==> src/hw/rtl/dsts_pkg.sv <==
// Package for the duration text parser: character codes, unit multipliers
// and the terminator-to-multiplier lookup. No dependencies.
package dsts_pkg;

   localparam int unsigned CHAR_W  = 8;
   localparam int unsigned VALUE_W = 64;
   localparam int unsigned HALF_W  = VALUE_W / 2;

   localparam int unsigned SECS_MIN  = 60;
   localparam int unsigned SECS_HOUR = 3600;
   localparam int unsigned SECS_DAY  = 86400;
   localparam int unsigned SECS_WEEK = 7 * SECS_DAY;
   localparam int unsigned SECS_YEAR = 365 * SECS_DAY;
   localparam int unsigned DEC_BASE  = 10;

   // Width of the largest multiplier (one year in seconds).
   localparam int unsigned MUL_W  = $clog2(SECS_YEAR + 1);
   localparam int unsigned PLO_W  = HALF_W + MUL_W;
   localparam int unsigned DIGIT_W = 4;

   // Largest segment value that can still take one more digit, and the
   // largest digit allowed when the value sits exactly at that limit.
   localparam logic [VALUE_W-1:0] DIGIT_LIMIT    = {VALUE_W{1'b1}} / DEC_BASE;
   localparam logic [DIGIT_W-1:0] MAX_LAST_DIGIT =
      DIGIT_W'({VALUE_W{1'b1}} % DEC_BASE);

   localparam logic [CHAR_W-1:0] CHAR_NUL   = 8'h00;
   localparam logic [CHAR_W-1:0] CHAR_ZERO  = 8'h30;
   localparam logic [CHAR_W-1:0] CHAR_NINE  = 8'h39;
   localparam logic [CHAR_W-1:0] CHAR_COLON = 8'h3a;
   localparam logic [CHAR_W-1:0] CHAR_Y     = 8'h79;
   localparam logic [CHAR_W-1:0] CHAR_W_UNIT = 8'h77;
   localparam logic [CHAR_W-1:0] CHAR_D     = 8'h64;
   localparam logic [CHAR_W-1:0] CHAR_H     = 8'h68;
   localparam logic [CHAR_W-1:0] CHAR_M     = 8'h6d;

   // Multiplier chosen by a segment terminator; the first colon is hours,
   // later colons are minutes, anything unknown counts as seconds.
   function automatic logic [MUL_W-1:0] char_multiplier(
      input logic [CHAR_W-1:0] ch,
      input logic              colon_seen
   );
      logic [MUL_W-1:0] mul;
      case (ch)
         CHAR_Y:      mul = MUL_W'(SECS_YEAR);
         CHAR_W_UNIT: mul = MUL_W'(SECS_WEEK);
         CHAR_D:      mul = MUL_W'(SECS_DAY);
         CHAR_H:      mul = MUL_W'(SECS_HOUR);
         CHAR_M:      mul = MUL_W'(SECS_MIN);
         CHAR_COLON:  mul = colon_seen ? MUL_W'(SECS_MIN) : MUL_W'(SECS_HOUR);
         default:     mul = MUL_W'(1);
      endcase
      return mul;
   endfunction

endpackage

==> src/hw/rtl/duration_string_to_seconds_top.sv <==
// Duration text parser top level: parse stage, split multiply, product
// merge, accumulate and result register. Depends on dsts_pkg.
//
//   channel | direction | handshake            | payload
//   --------+-----------+----------------------+------------------------------
//   req     | in        | req_valid/req_stall  | req_char_code, req_last_char
//   rsp     | out       | rsp_valid/rsp_stall  | rsp_total_seconds
//
// One character transaction is taken every cycle while req_stall is low.
// A result passes the stage 1, 2 and 3 registers and the result register
// after its last character; the depth is set by the 64 x 25 segment multiply,
// done as two 32-bit partial products in one stage, merged in the next, and
// summed into the running total after that. Reset is synchronous and clears
// the parse state, every stage valid bit and the running total. A stalled
// result holds in the output register while upstream stages keep filling
// bubbles; req_stall rises only when the first stage is occupied and cannot move.
module duration_string_to_seconds_top (
   input  logic                              clock,
   input  logic                              reset,
   input  logic                              req_valid,
   output logic                              req_stall,
   input  logic [dsts_pkg::CHAR_W-1:0]       req_char_code,
   input  logic                              req_last_char,
   output logic                              rsp_valid,
   input  logic                              rsp_stall,
   output logic [dsts_pkg::VALUE_W-1:0]      rsp_total_seconds
);

   localparam int unsigned VW = dsts_pkg::VALUE_W;
   localparam int unsigned HW = dsts_pkg::HALF_W;
   localparam int unsigned MW = dsts_pkg::MUL_W;
   localparam int unsigned PW = dsts_pkg::PLO_W;
   localparam int unsigned DW = dsts_pkg::DIGIT_W;

   // ---------------------------------------------------------------------
   // Parse state (one open segment plus text-wide flags)
   // ---------------------------------------------------------------------
   logic [VW-1:0] seg_value_ff, seg_value_in;
   logic          seg_has_digit_ff, seg_has_digit_in;
   logic          seg_overflow_ff, seg_overflow_in;
   logic          colon_seen_ff, colon_seen_in;
   logic          parse_stopped_ff, parse_stopped_in;

   // Stage 1: closed segment value and multiplier
   logic          s1_valid_ff;
   logic          s1_last_ff;
   logic [VW-1:0] s1_value_ff;
   logic [MW-1:0] s1_mul_ff;

   // Stage 2: partial products
   logic          s2_valid_ff;
   logic          s2_last_ff;
   logic [PW-1:0] s2_plo_ff;
   logic [HW-1:0] s2_phi_ff;

   // Stage 3: merged product
   logic          s3_valid_ff;
   logic          s3_last_ff;
   logic [VW-1:0] s3_prod_ff;

   // Accumulator and result register
   logic [VW-1:0] total_ff;
   logic          rsp_valid_ff;
   logic [VW-1:0] rsp_total_ff;

   logic req_accept;
   logic out_free, adv3, adv2, adv1;
   logic s3_free, s2_free, s1_free;

   // Advance a stage when the one after it is empty or moving on. A
   // non-last item in stage 3 only feeds the accumulator, so it never waits.
   assign out_free = !rsp_valid_ff || !rsp_stall;
   assign adv3     = s3_valid_ff && (!s3_last_ff || out_free);
   assign s3_free  = !s3_valid_ff || adv3;
   assign adv2     = s2_valid_ff && s3_free;
   assign s2_free  = !s2_valid_ff || adv2;
   assign adv1     = s1_valid_ff && s2_free;
   assign s1_free  = !s1_valid_ff || adv1;

   assign req_stall  = !s1_free;
   assign req_accept = req_valid && !req_stall;

   // ---------------------------------------------------------------------
   // Parse logic
   // ---------------------------------------------------------------------
   logic          is_digit;
   logic [DW-1:0] digit;
   logic          digit_overflows;
   logic [VW-1:0] seg_step;
   logic          add_en;
   logic [VW-1:0] add_value;
   logic [MW-1:0] add_mul;

   assign is_digit = (req_char_code >= dsts_pkg::CHAR_ZERO) &&
                     (req_char_code <= dsts_pkg::CHAR_NINE);
   assign digit    = DW'(req_char_code - dsts_pkg::CHAR_ZERO);
   assign digit_overflows = (seg_value_ff > dsts_pkg::DIGIT_LIMIT) ||
                            ((seg_value_ff == dsts_pkg::DIGIT_LIMIT) &&
                             (digit > dsts_pkg::MAX_LAST_DIGIT));
   // value * 10 + digit as shifts and adds
   assign seg_step = (seg_value_ff << 3) + (seg_value_ff << 1) + VW'(digit);

   always_comb begin
      seg_value_in     = seg_value_ff;
      seg_has_digit_in = seg_has_digit_ff;
      seg_overflow_in  = seg_overflow_ff;
      colon_seen_in    = colon_seen_ff;
      parse_stopped_in = parse_stopped_ff;
      add_en           = 1'b0;
      add_value        = seg_value_ff;
      add_mul          = MW'(1);

      if (!parse_stopped_ff) begin
         if (is_digit) begin
            if (!seg_overflow_ff) begin
               if (digit_overflows) begin
                  seg_overflow_in = 1'b1;
               end else begin
                  seg_value_in = seg_step;
               end
            end
            seg_has_digit_in = 1'b1;
            // End of text on a digit closes the segment as plain seconds.
            if (req_last_char && !seg_overflow_in) begin
               add_en    = 1'b1;
               add_value = seg_value_in;
            end
         end else begin
            // Empty or overflowed segment: drop it and stop parsing.
            if (!seg_has_digit_ff || seg_overflow_ff) begin
               parse_stopped_in = 1'b1;
            end else begin
               add_en  = 1'b1;
               add_mul = dsts_pkg::char_multiplier(req_char_code, colon_seen_ff);
               if (req_char_code == dsts_pkg::CHAR_COLON) begin
                  colon_seen_in = 1'b1;
               end
            end
            seg_value_in     = '0;
            seg_has_digit_in = 1'b0;
            seg_overflow_in  = 1'b0;
            // NUL ends the text in all but name.
            if (req_char_code == dsts_pkg::CHAR_NUL) begin
               parse_stopped_in = 1'b1;
            end
         end
      end

      // The last character starts a fresh text afterwards.
      if (req_last_char) begin
         seg_value_in     = '0;
         seg_has_digit_in = 1'b0;
         seg_overflow_in  = 1'b0;
         colon_seen_in    = 1'b0;
         parse_stopped_in = 1'b0;
      end
   end

   always_ff @(posedge clock) begin
      if (reset) begin
         seg_value_ff     <= '0;
         seg_has_digit_ff <= 1'b0;
         seg_overflow_ff  <= 1'b0;
         colon_seen_ff    <= 1'b0;
         parse_stopped_ff <= 1'b0;
      end else if (req_accept) begin
         seg_value_ff     <= seg_value_in;
         seg_has_digit_ff <= seg_has_digit_in;
         seg_overflow_ff  <= seg_overflow_in;
         colon_seen_ff    <= colon_seen_in;
         parse_stopped_ff <= parse_stopped_in;
      end
   end

   // ---------------------------------------------------------------------
   // Stage 1: capture the closed segment; a zero multiplier adds nothing
   // ---------------------------------------------------------------------
   always_ff @(posedge clock) begin
      if (reset) begin
         s1_valid_ff <= 1'b0;
      end else if (s1_free) begin
         s1_valid_ff <= req_accept;
      end
   end

   always_ff @(posedge clock) begin
      if (req_accept) begin
         s1_last_ff  <= req_last_char;
         s1_value_ff <= add_value;
         s1_mul_ff   <= add_en ? add_mul : '0;
      end
   end

   // ---------------------------------------------------------------------
   // Stage 2: split multiply; only the low half of the upper product counts
   // ---------------------------------------------------------------------
   logic [PW-1:0]   plo_in;
   logic [PW-1:0]   phi_full;
   logic [HW-1:0]   phi_in;

   assign plo_in   = PW'(s1_value_ff[HW-1:0]) * PW'(s1_mul_ff);
   assign phi_full = PW'(s1_value_ff[VW-1:HW]) * PW'(s1_mul_ff);
   assign phi_in   = phi_full[HW-1:0];

   always_ff @(posedge clock) begin
      if (reset) begin
         s2_valid_ff <= 1'b0;
      end else if (s2_free) begin
         s2_valid_ff <= adv1;
      end
   end

   always_ff @(posedge clock) begin
      if (adv1) begin
         s2_last_ff <= s1_last_ff;
         s2_plo_ff  <= plo_in;
         s2_phi_ff  <= phi_in;
      end
   end

   // ---------------------------------------------------------------------
   // Stage 3: merge partial products modulo 2^64
   // ---------------------------------------------------------------------
   logic [VW-1:0] prod_in;

   assign prod_in = VW'(s2_plo_ff) + {s2_phi_ff, {HW{1'b0}}};

   always_ff @(posedge clock) begin
      if (reset) begin
         s3_valid_ff <= 1'b0;
      end else if (s3_free) begin
         s3_valid_ff <= adv2;
      end
   end

   always_ff @(posedge clock) begin
      if (adv2) begin
         s3_last_ff <= s2_last_ff;
         s3_prod_ff <= prod_in;
      end
   end

   // ---------------------------------------------------------------------
   // Accumulate; the last item of a text loads the result and clears total
   // ---------------------------------------------------------------------
   logic [VW-1:0] total_sum;

   assign total_sum = total_ff + s3_prod_ff;

   always_ff @(posedge clock) begin
      if (reset) begin
         total_ff <= '0;
      end else if (adv3) begin
         total_ff <= s3_last_ff ? '0 : total_sum;
      end
   end

   always_ff @(posedge clock) begin
      if (reset) begin
         rsp_valid_ff <= 1'b0;
      end else if (out_free) begin
         rsp_valid_ff <= adv3 && s3_last_ff;
      end
   end

   always_ff @(posedge clock) begin
      if (adv3 && s3_last_ff) begin
         rsp_total_ff <= total_sum;
      end
   end

   assign rsp_valid         = rsp_valid_ff;
   assign rsp_total_seconds = rsp_total_ff;

   // ---------------------------------------------------------------------
   // Assertions
   // ---------------------------------------------------------------------
   a_stall_needs_occupied: assert property (@(posedge clock) disable iff (reset)
      req_stall |-> (s1_valid_ff && s2_valid_ff && s3_valid_ff && s3_last_ff))
      else $error("input stalled with a free slot in the pipeline");

   a_last_clears_parse: assert property (@(posedge clock) disable iff (reset)
      (req_accept && req_last_char) |=>
         (seg_value_ff == '0 && !seg_has_digit_ff && !colon_seen_ff &&
          !parse_stopped_ff))
      else $error("parse state not cleared after last character");

   a_overflow_has_digit: assert property (@(posedge clock) disable iff (reset)
      seg_overflow_ff |-> seg_has_digit_ff)
      else $error("segment overflow without digits");

   a_stopped_seg_clear: assert property (@(posedge clock) disable iff (reset)
      parse_stopped_ff |-> (!seg_has_digit_ff && seg_value_ff == '0))
      else $error("open segment while parsing is stopped");

   a_rsp_from_last: assert property (@(posedge clock) disable iff (reset)
      $rose(rsp_valid_ff) |-> $past(s3_valid_ff && s3_last_ff))
      else $error("result without a last item in the accumulate stage");

endmodule
==> config.mk <==
export PLATFORM = sky130hd
export DESIGN_NAME = duration_string_to_seconds_top
export DESIGN_NICKNAME = d
export VERILOG_FILES = /design/src/hw/rtl/dsts_pkg.sv /design/src/hw/rtl/duration_string_to_seconds_top.sv
export SDC_FILE = /design/constraint.sdc
export NUM_CORES = 2
export LEC_CHECK = 0
export BUFFER_PORTS_ARGS = -buffer_cell sky130_fd_sc_hd__buf_4
export CORE_AREA = 2 2 486 488
export CTS_BUF_LIST = sky130_fd_sc_hd__clkbuf_8
export CTS_CLUSTER_SIZE = 28
export DETAILED_ROUTE_END_ITERATION = 6
export DIE_AREA = 0 0 488 490
export PLACE_DENSITY = 0.42
export SYNTH_ARGS = -nofsm -noshare
export SYNTH_HDL_FRONTEND = slang
export SYNTH_SLANG_ARGS = --single-unit
==> constraint.sdc <==
create_clock -name clock -period 9.4 [get_ports clock]
set_clock_uncertainty 0.05 [all_clocks]
set_input_delay 0 -clock clock [delete_from_list [all_inputs] [get_ports clock]]
set_output_delay 0 -clock clock [all_outputs]
set_load 0.01 [all_outputs]
==> results.md <==
- Outcome: completed
- Number of iterations in the first detailed-routing pass: 6
- Root Driver: clkbuf_8
- Adder-cell share of the synthesized area: 42.2%
- CTS Sinks: 432
- Worst-path fanout max: 19
- Syn Inst Count: 6187
- Antenna violations before repair: 10
- RSZ-0062 raised after global routing: no
- Largest net degree at the start of global routing: 67
- Synth Register Bits: 432
- Post-synthesis area per instance: 9.42 sq um
- Critical Setup Path Class: flop to flop
- Critical Path End Type: flop
- Seq/Total Area, Yosys: 19.9%
- Final core utilization: 27.5%
- Initial core utilization: 24.9%
- Setup tns final: 0 ps
- Hold Crit Start: req_char_code[0]
- EDFF count, synth: 296
- Worst hold path depth: 4
- Async SR Flop Fraction: 0%
- Core Area: 0.234 sq mm
- Placed instance count: 9253
- RR Startpoint: s1_mul_ff[16]
- Mux cell area share after synthesis: 0.0172%
- WP data required: 9950 ps
- Post-Synth Simple-Gate Area: 12.9%
- R2r endpoint: s2_plo_ff[54]
- Ys Warns: 0
- Die area: 0.239 sq mm
- Final #Nets: 7725
- H-tree Lvls: 3
- DR DRC count: 0
- Setup WS pre-CTS: 1140 ps
- Routed wire length: 172000 microns
- Gr ovfl total: 0
- First-pass GRT wire length: 269000 microns
- Initial detailed-routing violation count: 2299
- Crit path setup slack, layout: 1170 ps
- Non-Filler Instances: 9437
- Area growth syn-to-layout: 10.6%
- Commonest non-fill, non-tap cell in the layout: inv_1
- Die width: 488 microns
- FMAX: 0.121 GHz
- Post-Synth XOR/XNOR Area: 4.22%
- Setup violators final: 0
- Via count: 41500
- Worst min-delay path category: input pin to flop
- Cell row count: 178
- Worst-path clk slew: 60 ps
- Mapped cell area: 0.0583 sq mm
- Leakage: 31.1 nW
- Max-cap violations: 0
- Syn_nets: 7697
- Compound-Gate Fraction of Synth Area: 10.8%
- R2R Setup Slk: 1170 ps
- Area of the multi-input gates: 0.0409 sq mm
- GRT Overall Usage: 14.6%
- Ports: 79
- Worst Max-Slew Pin Slew: 994 ps
- CTS max path bufs: 3
- Vias per cell: 4.39
- Final count of hold timing violations: 0
- TritonCTS clock tree: done
- Vias in the first global route: 44100
- Port Buffer Count: 78
- Critical path arrival: 8790 ps
- Post-DRT Antenna Nets: 0
- Max Transition Viols Final: 0
- Most frequent cells in the layout: inv_1, fa_1, ha_1, nand2_1, and2_1
- Fin crit period: 8230 ps
- HPWL after DPL: 142000 microns
- Largest family of logic cells by synthesized area: adder cells
- Period utilization: 87.6%
- Max-Slew Margin vs Limit: 33.8%
- Reg2Reg Depth: 25
- Worst vdd ir: 0.228 mV
- Sequential Area: 0.0116 sq mm
- Height of the die: 490 microns
- Post-CTS Setup Bufs: 0
- Netlist cell types: 97
- Final Power: 11.1 mW
- # fillers: 25000
- Cts bufs inserted: 83
- DR WL/cell: 18.2 microns
- Routability Congestion: 0.846
- Hold endpoint: seg_value_ff[0]
- Share of layout cells above drive strength 1: 5.11%
- Worst skew pair latency: 810 ps
- Ys flop type: edfxtp_1
- Power per Cell Area: 172 mW/mm^2
- Startpoint Class: flop
## synthesized netlist by cell type, drive strengths merged (5+ instances only)
| master | n | share of area, % |
|---|---|---|
| a211o | 6 | 0.090 |
| a211oi | 28 | 0.39 |
| a22oi | 80 | 1.0 |
| nand4 | 36 | 0.39 |
| dfxtp | 136 | 4.7 |
| o31a | 5 | 0.075 |
| xnor2 | 176 | 2.6 |
| ha | 717 | 15 |
| o41ai | 7 | 0.12 |
| a2111oi | 7 | 0.16 |
| o31ai | 14 | 0.22 |
| nand2 | 490 | 3.2 |
| a21oi | 253 | 2.2 |
| o21bai | 36 | 0.46 |
| nand2b | 38 | 0.41 |
| o211ai | 18 | 0.24 |
| nand3 | 60 | 0.52 |
| or2 | 13 | 0.14 |
| and2 | 481 | 5.2 |
| fa | 780 | 27 |
| edfxtp | 296 | 15 |
| xor2 | 105 | 1.6 |
| a22o | 15 | 0.23 |
| a41oi | 8 | 0.13 |
| a21o | 153 | 2.0 |
| o21a | 32 | 0.41 |
| inv | 1306 | 8.4 |
| o22ai | 5 | 0.064 |
| o21ai | 155 | 1.3 |
| or3 | 9 | 0.11 |
| clkbuf | 227 | 1.5 |
| nor2 | 244 | 1.6 |
| a2bb2oi | 8 | 0.12 |
| a41o | 5 | 0.086 |
| nor3 | 30 | 0.26 |
| nor4 | 16 | 0.21 |
| nor2b | 28 | 0.30 |
| a31oi | 36 | 0.42 |
| nor3b | 5 | 0.064 |
| a221oi | 7 | 0.14 |
| buf | 8 | 0.067 |
| a32o | 6 | 0.10 |
| and3 | 28 | 0.30 |
| a21boi | 16 | 0.21 |
## worst max-delay path, stage by stage (launching register included)
cell,delay (ps)
edfxtp_1,640
buf_4,340
buf_4,180
and2_1,350
fa_1,510
fa_1,510
inv_1,50
fa_1,390
fa_1,550
inv_1,60
fa_1,500
fa_1,530
inv_1,50
fa_1,470
inv_1,40
ha_1,360
and2_1,260
nand3_1,240
nor2_1,390
o2111ai_1,350
a31oi_1,360
o21a_1,200
nor2_1,70
o21bai_1,220
o311ai_0,170
a21oi_1,210
## repair_timing
action,CTS,global route
hold endpoints to repair,101,0
hold buffers,27,0
resized for setup,0,0
## worst max-delay path by stage
stage | start | cells after the start | slack (ps) | to
floorplan | s3_valid_ff | 4 | 1500 | s2_last_ff
global placement | s1_mul_ff[9] | 22 | 1140 | s2_plo_ff[48]
detailed placement | s1_mul_ff[9] | 24 | 1140 | s2_plo_ff[54]
CTS | s1_mul_ff[9] | 24 | 1130 | s2_plo_ff[53]
global route | s1_mul_ff[16] | 26 | 610 | s2_plo_ff[53]
finish | s1_mul_ff[16] | 25 | 1170 | s2_plo_ff[54]
## sequential cells by signal, summed over array words and instances, names as in the netlist
signal             count
s2_phi_ff             32
parse_stopped_ff       1
seg_value_ff          64
colon_seen_ff          1
s2_plo_ff             57
s3_last_ff             1
seg_overflow_ff        1
s1_valid_ff            1
s2_valid_ff            1
total_ff              64
rsp_total_seconds     64
s3_prod_ff            64
seg_has_digit_ff       1
s1_value_ff           64
s3_valid_ff            1
s2_last_ff             1
s1_mul_ff             12
s1_last_ff             1
rsp_valid              1
## final cells by class
cell class                 instances  area share, %
multi-input combinational       4214           63.5
sequential                       432           18.0
timing repair buffer             178           2.26
inverter                        1306           7.61
tap                             3150           6.11
clock buffer                      92           1.96
clock inverter                    61          0.545
antenna                            4         0.0155
## per-stage QoR
stage          cell area [sq um]  hold slack (ps)
2_1_floorplan              58300             48.9
3_3_place_gp               62600              183
3_5_place_dp               62600              200
4_1_cts                    64500             3.85
5_1_grt                    64500             88.3
6_report                   64500              105
## per-layer routing
metal | part of all wire [%] | global-route usage (%) | vias to the layer above
met1 | 49 | 20.9 | 20700
met2 | 45 | 23.4 | 718
li1 | - | - | 19800
met3 | 3.9 | 1.80 | 154
met4 | 1.7 | 2.97 | 0
met5 | 0 | 0 | -
## where the power goes
| part | switching, mW | leakage [nW] | total (mW) | internal, mW |
|---|---|---|---|---|
| sequential | 0.164 | 3.90 | 2.71 | 2.55 |
| clock | 0.915 | 0.950 | 1.86 | 0.944 |
| combinational | 3.82 | 26.3 | 6.50 | 2.67 |
## cells by family (layout without fill, tap and decap cells)
| family | Yosys count | in the layout |
|---|---|---|
| AND/OR/NAND/NOR | 1497 | 1497 |
| AO/OA/AOI/OAI | 938 | 938 |
| XOR/XNOR | 281 | 281 |
| multiplexers | 1 | 1 |
| flip-flops | 432 | 432 |
| buffers and inverters | 1541 | 1637 |
| adder cells (fa/ha/maj) | 1497 | 1497 |
| other | 0 | 4 |
Power figures use the tool's default switching activity.
